File: config.mk
export PLATFORM = sky130hd
export DESIGN_NAME = sound_voice_allocator_core
export DESIGN_NICKNAME = d
export VERILOG_FILES = /design/src/design/sva_pkg.sv /design/src/design/sound_voice_allocator_core.sv
export SDC_FILE = /design/constraint.sdc
export NUM_CORES = 1
export LEC_CHECK = 0
export BUFFER_PORTS_ARGS = -buffer_cell sky130_fd_sc_hd__buf_2
export CAP_MARGIN = 30
export CORE_ASPECT_RATIO = 1.4
export CORE_MARGIN = 1
export CORE_UTILIZATION = 28
export CTS_BUF_LIST = sky130_fd_sc_hd__clkbuf_4 sky130_fd_sc_hd__clkbuf_8 sky130_fd_sc_hd__clkbuf_16
export CTS_CLUSTER_DIAMETER = 50
export DETAILED_ROUTE_END_ITERATION = 10
export PLACE_DENSITY = 0.47
export SYNTH_ARGS = -nofsm -noshare
export SYNTH_HDL_FRONTEND = slang
export SYNTH_SLANG_ARGS = --single-unit
File: constraint.sdc
create_clock -name aclk -period 9.8 [get_ports aclk]
set_input_delay 0.49 -clock aclk [delete_from_list [all_inputs] [get_ports aclk]]
set_output_delay 0.49 -clock aclk [all_outputs]
set_load 0.01 [all_outputs]
File: src/design/sva_pkg.sv
// ----------------------------------------------------------------------------
// sva_pkg: shared types and constants of the sound voice allocator
// Opcodes, result codes, channel kind masks and the sequencer state type.
// ----------------------------------------------------------------------------
package sva_pkg;

    localparam int S_TDATA_W = 80;
    localparam int M_TDATA_W = 8;
    localparam int MAX_RES   = 6;

    localparam logic [31:0] TICK_STEP = 32'd512;
    localparam logic [31:0] FREE_MARK = 32'hFFFF_FFFF;

    localparam logic [2:0] KIND_NORMAL = 3'b001;
    localparam logic [2:0] KIND_MOD    = 3'b011;
    localparam logic [2:0] KIND_NOISE  = 3'b100;

    typedef enum logic [1:0] {
        OP_REQ  = 2'd0,
        OP_TICK = 2'd1,
        OP_STOP = 2'd2
    } op_t;

    typedef enum logic [1:0] {
        EV_GRANT   = 2'd0,
        EV_REJECT  = 2'd1,
        EV_TIMEOUT = 2'd2,
        EV_STOPPED = 2'd3
    } ev_t;

    typedef enum logic [6:0] {
        ST_IDLE  = 7'b0000001,
        ST_OWN   = 7'b0000010,
        ST_EXP   = 7'b0000100,
        ST_STEAL = 7'b0001000,
        ST_RESP  = 7'b0010000,
        ST_TICK  = 7'b0100000,
        ST_STOP  = 7'b1000000
    } state_t;

endpackage

File: src/design/sound_voice_allocator_core.sv
// ----------------------------------------------------------------------------
// sound_voice_allocator_core: sound channel allocator
// Hands out channels by owner, expiry and priority stealing; frees on ticks.
// ----------------------------------------------------------------------------
// Usage
//   s_ channel: one transaction per command. s_tuser holds the opcode
//   (request, tick, stop owner); s_tdata holds the request fields.
//   m_ channel: result transactions. m_tuser holds the event code,
//   m_tdata[2:0] the channel, m_tlast marks the final result of a command.
//   A request gives exactly one result; a tick or stop gives one result per
//   released or stopped channel (at most 6), or none. Unused opcodes do
//   nothing.
// Sequencing
//   One shared 32-bit signed comparator is walked over the channels by a
//   sequencer, one channel per cycle while no tick or stop scan stalls on
//   the output. A request runs the owner, expiry and steal scans in turn,
//   stopping at the first hit (skip omits the steal scan); a tick or stop
//   runs one scan. s_tready is high only while the sequencer is idle.
// Reset / stall
//   aresetn low frees every channel and clears the time. A result waits in
//   the output register while m_tready is low; the scan stalls only when it
//   needs that register for another result.
// ----------------------------------------------------------------------------
module sound_voice_allocator_core #(
    parameter int NUM_NORMAL     = 4,
    parameter int NUM_MODULATION = 1,
    parameter int NUM_NOISE      = 1
) (
    input  logic                            aclk,
    input  logic                            aresetn,
    input  logic                            s_tvalid,
    output logic                            s_tready,
    // [31:0] requester_id, [34:32] source_type, [42:35] priority_req,
    // [43] skip, [75:44] duration
    input  logic [sva_pkg::S_TDATA_W-1:0]   s_tdata,
    // [1:0] op
    input  logic [1:0]                      s_tuser,
    output logic                            m_tvalid,
    input  logic                            m_tready,
    // [2:0] channel
    output logic [sva_pkg::M_TDATA_W-1:0]   m_tdata,
    // [1:0] event_res
    output logic [1:0]                      m_tuser,
    output logic                            m_tlast
);
    import sva_pkg::*;

    localparam int NCH     = NUM_NORMAL + NUM_MODULATION + NUM_NOISE;
    localparam int NCH_ARR = (NCH < 1) ? 1 : NCH;
    localparam int CH_W    = (NCH_ARR < 2) ? 1 : $clog2(NCH_ARR);
    localparam int CNT_W   = $clog2(NCH + 2);

    function automatic logic [2:0] kind_mask(input logic [CH_W-1:0] i);
        if (int'(i) < NUM_NORMAL) begin
            return KIND_NORMAL;
        end else if (int'(i) < NUM_NORMAL + NUM_MODULATION) begin
            return KIND_MOD;
        end
        return KIND_NOISE;
    endfunction

    state_t             state_reg, state_next;
    logic [CNT_W-1:0]   idx_reg, idx_next;
    logic [31:0]        time_reg, time_next;
    logic [31:0]        id_reg, id_next;
    logic [2:0]         type_reg, type_next;
    logic [7:0]         prio_req_reg, prio_req_next;
    logic               skip_reg, skip_next;
    logic [31:0]        dur_reg, dur_next;
    logic               grant_reg, grant_next;
    logic [CH_W-1:0]    sel_reg, sel_next;
    logic               best_valid_reg, best_valid_next;
    logic [CH_W-1:0]    best_idx_reg, best_idx_next;
    logic [31:0]        best_dl_reg, best_dl_next;
    logic [2:0]         res_cnt_reg, res_cnt_next;
    logic               pend_valid_reg, pend_valid_next;
    ev_t                pend_ev_reg, pend_ev_next;
    logic [2:0]         pend_ch_reg, pend_ch_next;
    logic               out_valid_reg, out_valid_next;
    ev_t                out_ev_reg, out_ev_next;
    logic [2:0]         out_ch_reg, out_ch_next;
    logic               out_last_reg, out_last_next;

    logic [31:0]        owner_reg [NCH_ARR];
    logic [31:0]        dl_reg    [NCH_ARR];
    logic [7:0]         prio_reg  [NCH_ARR];

    logic               wr_grant, wr_free, wr_stop;
    logic [CH_W-1:0]    wr_idx;

    logic [CH_W-1:0]    idx_ch;
    logic               in_range;
    logic               kind_hit;
    logic [31:0]        dl_cur, own_cur;
    logic [7:0]         prio_cur;
    logic signed [31:0] cmp_a, cmp_b;
    logic               lt;
    logic               out_free;
    logic               hit, record, stall;

    assign idx_ch   = idx_reg[CH_W-1:0];
    assign in_range = idx_reg < CNT_W'(NCH);
    assign kind_hit = |(kind_mask(idx_ch) & type_reg);
    assign dl_cur   = dl_reg[idx_ch];
    assign own_cur  = owner_reg[idx_ch];
    assign prio_cur = prio_reg[idx_ch];
    assign out_free = !out_valid_reg || m_tready;

    // shared signed comparator
    always_comb begin
        cmp_a = $signed(dl_cur);
        cmp_b = $signed(time_reg);
        unique case (state_reg)
            ST_EXP: begin
                cmp_a = $signed(time_reg);
                cmp_b = $signed(dl_cur);
            end
            ST_STEAL: begin
                cmp_a = $signed(dl_cur);
                cmp_b = $signed(best_dl_reg);
            end
            default: begin
                cmp_a = $signed(dl_cur);
                cmp_b = $signed(time_reg);
            end
        endcase
    end
    assign lt = cmp_a < cmp_b;

    assign hit    = (state_reg == ST_TICK) ? (!dl_cur[31] && lt) : (own_cur == id_reg);
    assign record = res_cnt_reg < 3'(MAX_RES);
    assign stall  = record && pend_valid_reg && !out_free;

    assign s_tready = (state_reg == ST_IDLE);

    always_comb begin
        state_next      = state_reg;
        idx_next        = idx_reg;
        time_next       = time_reg;
        id_next         = id_reg;
        type_next       = type_reg;
        prio_req_next   = prio_req_reg;
        skip_next       = skip_reg;
        dur_next        = dur_reg;
        grant_next      = grant_reg;
        sel_next        = sel_reg;
        best_valid_next = best_valid_reg;
        best_idx_next   = best_idx_reg;
        best_dl_next    = best_dl_reg;
        res_cnt_next    = res_cnt_reg;
        pend_valid_next = pend_valid_reg;
        pend_ev_next    = pend_ev_reg;
        pend_ch_next    = pend_ch_reg;
        out_valid_next  = out_valid_reg && !m_tready;
        out_ev_next     = out_ev_reg;
        out_ch_next     = out_ch_reg;
        out_last_next   = out_last_reg;
        wr_grant        = 1'b0;
        wr_free         = 1'b0;
        wr_stop         = 1'b0;
        wr_idx          = idx_ch;

        unique case (state_reg)
            ST_IDLE: begin
                if (s_tvalid) begin
                    id_next         = s_tdata[31:0];
                    type_next       = s_tdata[34:32];
                    prio_req_next   = s_tdata[42:35];
                    skip_next       = s_tdata[43];
                    dur_next        = s_tdata[75:44];
                    idx_next        = '0;
                    best_valid_next = 1'b0;
                    res_cnt_next    = '0;
                    pend_valid_next = 1'b0;
                    unique case (s_tuser)
                        OP_REQ:  state_next = ST_OWN;
                        OP_TICK: state_next = ST_TICK;
                        OP_STOP: state_next = ST_STOP;
                        default: state_next = ST_IDLE;
                    endcase
                end
            end
            ST_OWN: begin
                if (!in_range) begin
                    idx_next   = '0;
                    state_next = ST_EXP;
                end else if (kind_hit && own_cur == id_reg) begin
                    grant_next = 1'b1;
                    sel_next   = idx_ch;
                    state_next = ST_RESP;
                end else begin
                    idx_next = idx_reg + 1'b1;
                end
            end
            ST_EXP: begin
                if (!in_range) begin
                    idx_next = '0;
                    if (skip_reg) begin
                        grant_next = 1'b0;
                        state_next = ST_RESP;
                    end else begin
                        state_next = ST_STEAL;
                    end
                end else if (kind_hit && !lt) begin
                    grant_next = 1'b1;
                    sel_next   = idx_ch;
                    state_next = ST_RESP;
                end else begin
                    idx_next = idx_reg + 1'b1;
                end
            end
            ST_STEAL: begin
                if (!in_range) begin
                    grant_next = best_valid_reg;
                    sel_next   = best_idx_reg;
                    state_next = ST_RESP;
                end else begin
                    if (kind_hit && prio_cur <= prio_req_reg && (!best_valid_reg || lt)) begin
                        best_valid_next = 1'b1;
                        best_idx_next   = idx_ch;
                        best_dl_next    = dl_cur;
                    end
                    idx_next = idx_reg + 1'b1;
                end
            end
            ST_RESP: begin
                if (out_free) begin
                    out_valid_next = 1'b1;
                    out_last_next  = 1'b1;
                    out_ev_next    = grant_reg ? EV_GRANT : EV_REJECT;
                    out_ch_next    = grant_reg ? 3'(sel_reg) : 3'd0;
                    wr_grant       = grant_reg;
                    wr_idx         = sel_reg;
                    state_next     = ST_IDLE;
                end
            end
            ST_TICK, ST_STOP: begin
                if (!in_range) begin
                    if (!pend_valid_reg || out_free) begin
                        if (pend_valid_reg) begin
                            out_valid_next  = 1'b1;
                            out_last_next   = 1'b1;
                            out_ev_next     = pend_ev_reg;
                            out_ch_next     = pend_ch_reg;
                            pend_valid_next = 1'b0;
                        end
                        if (state_reg == ST_TICK) begin
                            time_next = time_reg + TICK_STEP;
                        end
                        state_next = ST_IDLE;
                    end
                end else if (!hit) begin
                    idx_next = idx_reg + 1'b1;
                end else if (!stall) begin
                    wr_free = (state_reg == ST_TICK);
                    wr_stop = (state_reg == ST_STOP);
                    if (record) begin
                        if (pend_valid_reg) begin
                            out_valid_next = 1'b1;
                            out_last_next  = 1'b0;
                            out_ev_next    = pend_ev_reg;
                            out_ch_next    = pend_ch_reg;
                        end
                        pend_valid_next = 1'b1;
                        pend_ev_next    = (state_reg == ST_TICK) ? EV_TIMEOUT : EV_STOPPED;
                        pend_ch_next    = 3'(idx_ch);
                        res_cnt_next    = res_cnt_reg + 1'b1;
                    end
                    idx_next = idx_reg + 1'b1;
                end
            end
            default: state_next = ST_IDLE;
        endcase
    end

    always_ff @(posedge aclk) begin
        if (!aresetn) begin
            state_reg      <= ST_IDLE;
            idx_reg        <= '0;
            time_reg       <= '0;
            grant_reg      <= 1'b0;
            best_valid_reg <= 1'b0;
            res_cnt_reg    <= '0;
            pend_valid_reg <= 1'b0;
            out_valid_reg  <= 1'b0;
            for (int i = 0; i < NCH_ARR; i++) begin
                owner_reg[i] <= FREE_MARK;
                dl_reg[i]    <= FREE_MARK;
                prio_reg[i]  <= '0;
            end
        end else begin
            state_reg      <= state_next;
            idx_reg        <= idx_next;
            time_reg       <= time_next;
            grant_reg      <= grant_next;
            best_valid_reg <= best_valid_next;
            res_cnt_reg    <= res_cnt_next;
            pend_valid_reg <= pend_valid_next;
            out_valid_reg  <= out_valid_next;
            if (wr_grant) begin
                owner_reg[wr_idx] <= id_reg;
                dl_reg[wr_idx]    <= time_reg + dur_reg;
                prio_reg[wr_idx]  <= prio_req_reg;
            end else if (wr_free) begin
                owner_reg[wr_idx] <= FREE_MARK;
                dl_reg[wr_idx]    <= FREE_MARK;
            end else if (wr_stop) begin
                dl_reg[wr_idx]    <= FREE_MARK;
            end
        end
    end

    always_ff @(posedge aclk) begin
        id_reg       <= id_next;
        type_reg     <= type_next;
        prio_req_reg <= prio_req_next;
        skip_reg     <= skip_next;
        dur_reg      <= dur_next;
        sel_reg      <= sel_next;
        best_idx_reg <= best_idx_next;
        best_dl_reg  <= best_dl_next;
        pend_ev_reg  <= pend_ev_next;
        pend_ch_reg  <= pend_ch_next;
        out_ev_reg   <= out_ev_next;
        out_ch_reg   <= out_ch_next;
        out_last_reg <= out_last_next;
    end

    assign m_tvalid = out_valid_reg;
    assign m_tuser  = out_ev_reg;
    assign m_tdata  = {{(M_TDATA_W-3){1'b0}}, out_ch_reg};
    assign m_tlast  = out_last_reg;

endmodule

==> impl_metrics.py <==
metrics = {
    "outcome": {
        "status": "complete, no violations",
    },
    "cts": {
        "post_cts_buffers": 0,
        "clockBufferDepth": 3,
        "clock_latency_ps": 670,
        "clk_pin_slew_ps": 60,
        "cts_resized": 0,
        "cts_tree": "yes",
        "numCtsBuffers": 95,
        "clock-root-buffer": "clkbuf_16",
        "cts_sinks": 743,
        "h-tree-depth": 3,
        "cts_hold_buffers": 65,
    },
    "route": {
        "vias": 20160,
        "dr.first_iter.drc_count": 1355,
        "routedWlPerCell_um": 22.22,
        "first_pass_iters": 5,
        "wl_um": 91780,
        "drc_errors": 0,
        "detail-route-antenna-nets": 0,
        "via_per_inst": 4.882,
    },
    "worst_hold_path": {
        "hp-class": "in -> reg",
    },
    "logic_synthesis": {
        "avgSynthCellArea_um2": 13.99,
        "ys_ff_latch": 743,
        "synth_cell_type_count": 71,
        "synthSimpleGateAreaFrac_pct": 10.29,
        "synthFlopType": "edfxtp_1",
        "synth_edf_count": 700,
        "synth-adder-area-share_pct": 2.481,
        "synthMuxAreaShare_pct": 11.15,
        "ys_async_sr_fraction_pct": 0,
        "ys_seq_area_share_pct": 66.13,
        "syn_inst": 2365,
        "synth_top_family_by_area": "multiplexers",
        "yosysWarnings": 0,
        "netlist_area_um2": 33090,
        "synth_compound_area_share_pct": 5.203,
        "synth-xor-area-share_pct": 1.721,
    },
    "power_and_ir_drop": {
        "power.net_switching_mw": 1.868,
        "power_density_nw_per_um2": 196.7,
        "seq_power_share_pct": 47.3,
        "p_sw_share_pct": 24.04,
        "clkPwrFrac_pct": 45.6,
        "p_int_mw": 5.902,
        "power_leakage_nw": 11.56,
        "p_total_mw": 7.770,
        "comb_power_share_pct": 7.1,
        "vdd_drop_max_v": 0.0001392,
    },
    "global_route": {
        "grt_pass1_wl_um": 136000,
        "grt_use_total_pct": 15.33,
        "grt_max_degree": 64,
        "gr-total-overflow": 0,
        "antenna_found_initial": 2,
        "grt_pass1_vias": 21330,
    },
    "floorplanning": {
        "io-pin-count": 99,
        "fp.dieH_um": 408.7,
        "num_rows": 148,
        "initial_utilization_pct": 28.36,
        "die-area_um2": 119600,
        "core_area_um2": 116700,
        "die_w_um": 292.5,
    },
    "setup_path": {
        "cp_cell_sequence": "nor4_1, nand4bb_4, buf_4, nor2_1, nor2_1, ha_1, nand4_1, nor3_1, a221oi_1, o211ai_1, nor3_2, xor2_1, o41ai_1, nand3_1, nor2_4, buf_4",
        "endpoint_kind": "flip-flop",
        "worstSetupPathType": "reg -> reg",
        "r2r_slack_ps": 2100,
        "max_stage_delay_ps": 950,
        "worst_ep_required_time_ps": 10160,
        "crit_arrival_ps": 8060,
        "cp-start-kind": "flip-flop",
        "critPathSlowestCell": "nor2_4",
        "cp_max_fo": 58,
    },
    "timing": {
        "tns_ps": 0,
        "timing.fmax_ghz": 0.1299,
        "final-setup-viol-count": 0,
        "timing.slew.headroom_pct": 34.11,
        "fin_crit_ps": 7696,
        "finalCritPeriodShare_pct": 78.53,
        "finalHoldViolCount": 0,
        "worstMarginPinSlew_ps": 984.7,
        "worst_slack_ps": 2104,
        "fin_skew_ps": 42.58,
        "maxSlewViolCount": 0,
        "rsz0062_at_grt": "false",
    },
    "placed_design": {
        "numPortBuffers": 89,
        "gp_congestion": 0.7729,
        "post-place-ws_ps": 1944,
        "place_area_um2": 35630,
        "hpwl_um": 57830,
    },
    "finish": {
        "diodes": 0,
        "final_cell_mix": "edfxtp_1 (700), nand2_1 (378), nor2_1 (213)",
        "drive_above_1_share_pct": 19.13,
        "syn_to_final_growth_pct": 19.38,
        "fin_util_pct": 33.86,
        "final_cell_area_um2": 39500,
        "layout_commonest_cell": "edfxtp_1",
        "nets": 2704,
    },
    "run": {
        "max-cap-violations": 0,
    },
}
synthesized netlist by cell type (19+ instances only):
cell	count	share of area, %
nand2_1	378	4.3
a221oi_1	26	0.69
xnor2_1	40	1.1
mux2i_1	75	2.3
mux2_2	25	0.85
nand4_1	20	0.38
clkbuf_1	73	0.83
o21ai_0	29	0.44
nor4_1	21	0.40
a211oi_1	25	0.57
dfxtp_1	43	2.6
a21oi_1	69	1.0
nor2b_1	27	0.51
inv_1	114	1.3
edfxtp_1	700	64
ha_1	64	2.4
mux4_2	118	8.0
nand3_1	40	0.61
buf_2	31	0.47
nor2_1	223	2.5
nand2b_1	19	0.36
xor2_1	25	0.66
power groups by stage:
stage          logic [mW]  clock network (mW)  registers [mW]
3_3_place_gp        0.521                   0            3.75
5_1_grt             0.603                3.74            3.68
6_report            0.556                3.54            3.67
3_5_place_dp        0.550                   0            3.74
4_1_cts             0.573                3.62            3.68
2_1_floorplan       0.329                   0            3.70
metrics by stage:
step                      hold slack, ps  cells
final                              38.95   4130
after global routing               17.76   4130
after CTS                          1.056   4130
after global placement             500.1   3886
after floorplan                    446.0   2369
after detailed placement           508.6   3891
layout make-up:
cell class,instances,area (um^2)
clock buffer,109,2506
fill,11400,77160
sequential,743,21890
clock inverter,65,708.2
timing repair buffer,216,1619
multi-input combinational,1383,10470
tap,1500,1877
inverter,114,430.4
kinds of logic after synthesis:
family,Yosys count
and+or+nand+nor,783
DFF,743
AOI/OAI and AO/OA,247
buffers and inverters,243
muxes,218
adders and majority gates,65
xor gates and xnor gates,65
other,1
metal layers:
| layer | up-vias | track usage, % | share of wire, % |
|---|---|---|---|
| met5 | - | 0 | 0.014 |
| met1 | 10350 | 18.14 | 40 |
| li1 | 9187 | - | - |
| met4 | 2 | 4.884 | 2.4 |
| met2 | 496 | 28.21 | 53 |
| met3 | 125 | 2.256 | 4.6 |
worst max-delay path, delay by kind of cell, from the launching register on:
kind	cells	cell delay, ps
compound gates	3	1330
buf+inv	2	850
flops	1	350
simple gates	9	4080
xor+xnor	1	310
fa+ha+maj	1	400
path summary, 6_finish.rpt:
path,to,startpoint,cells past startpoint
worst min register to register,state_reg[5],state_reg[5],2
worst max register to register,dl_reg[7][9],state_reg[6],16
worst min-delay path,id_reg[6],s_tdata[6],1
worst max-delay path,dl_reg[7][9],state_reg[6],16
Power figures use the tool's default switching activity.
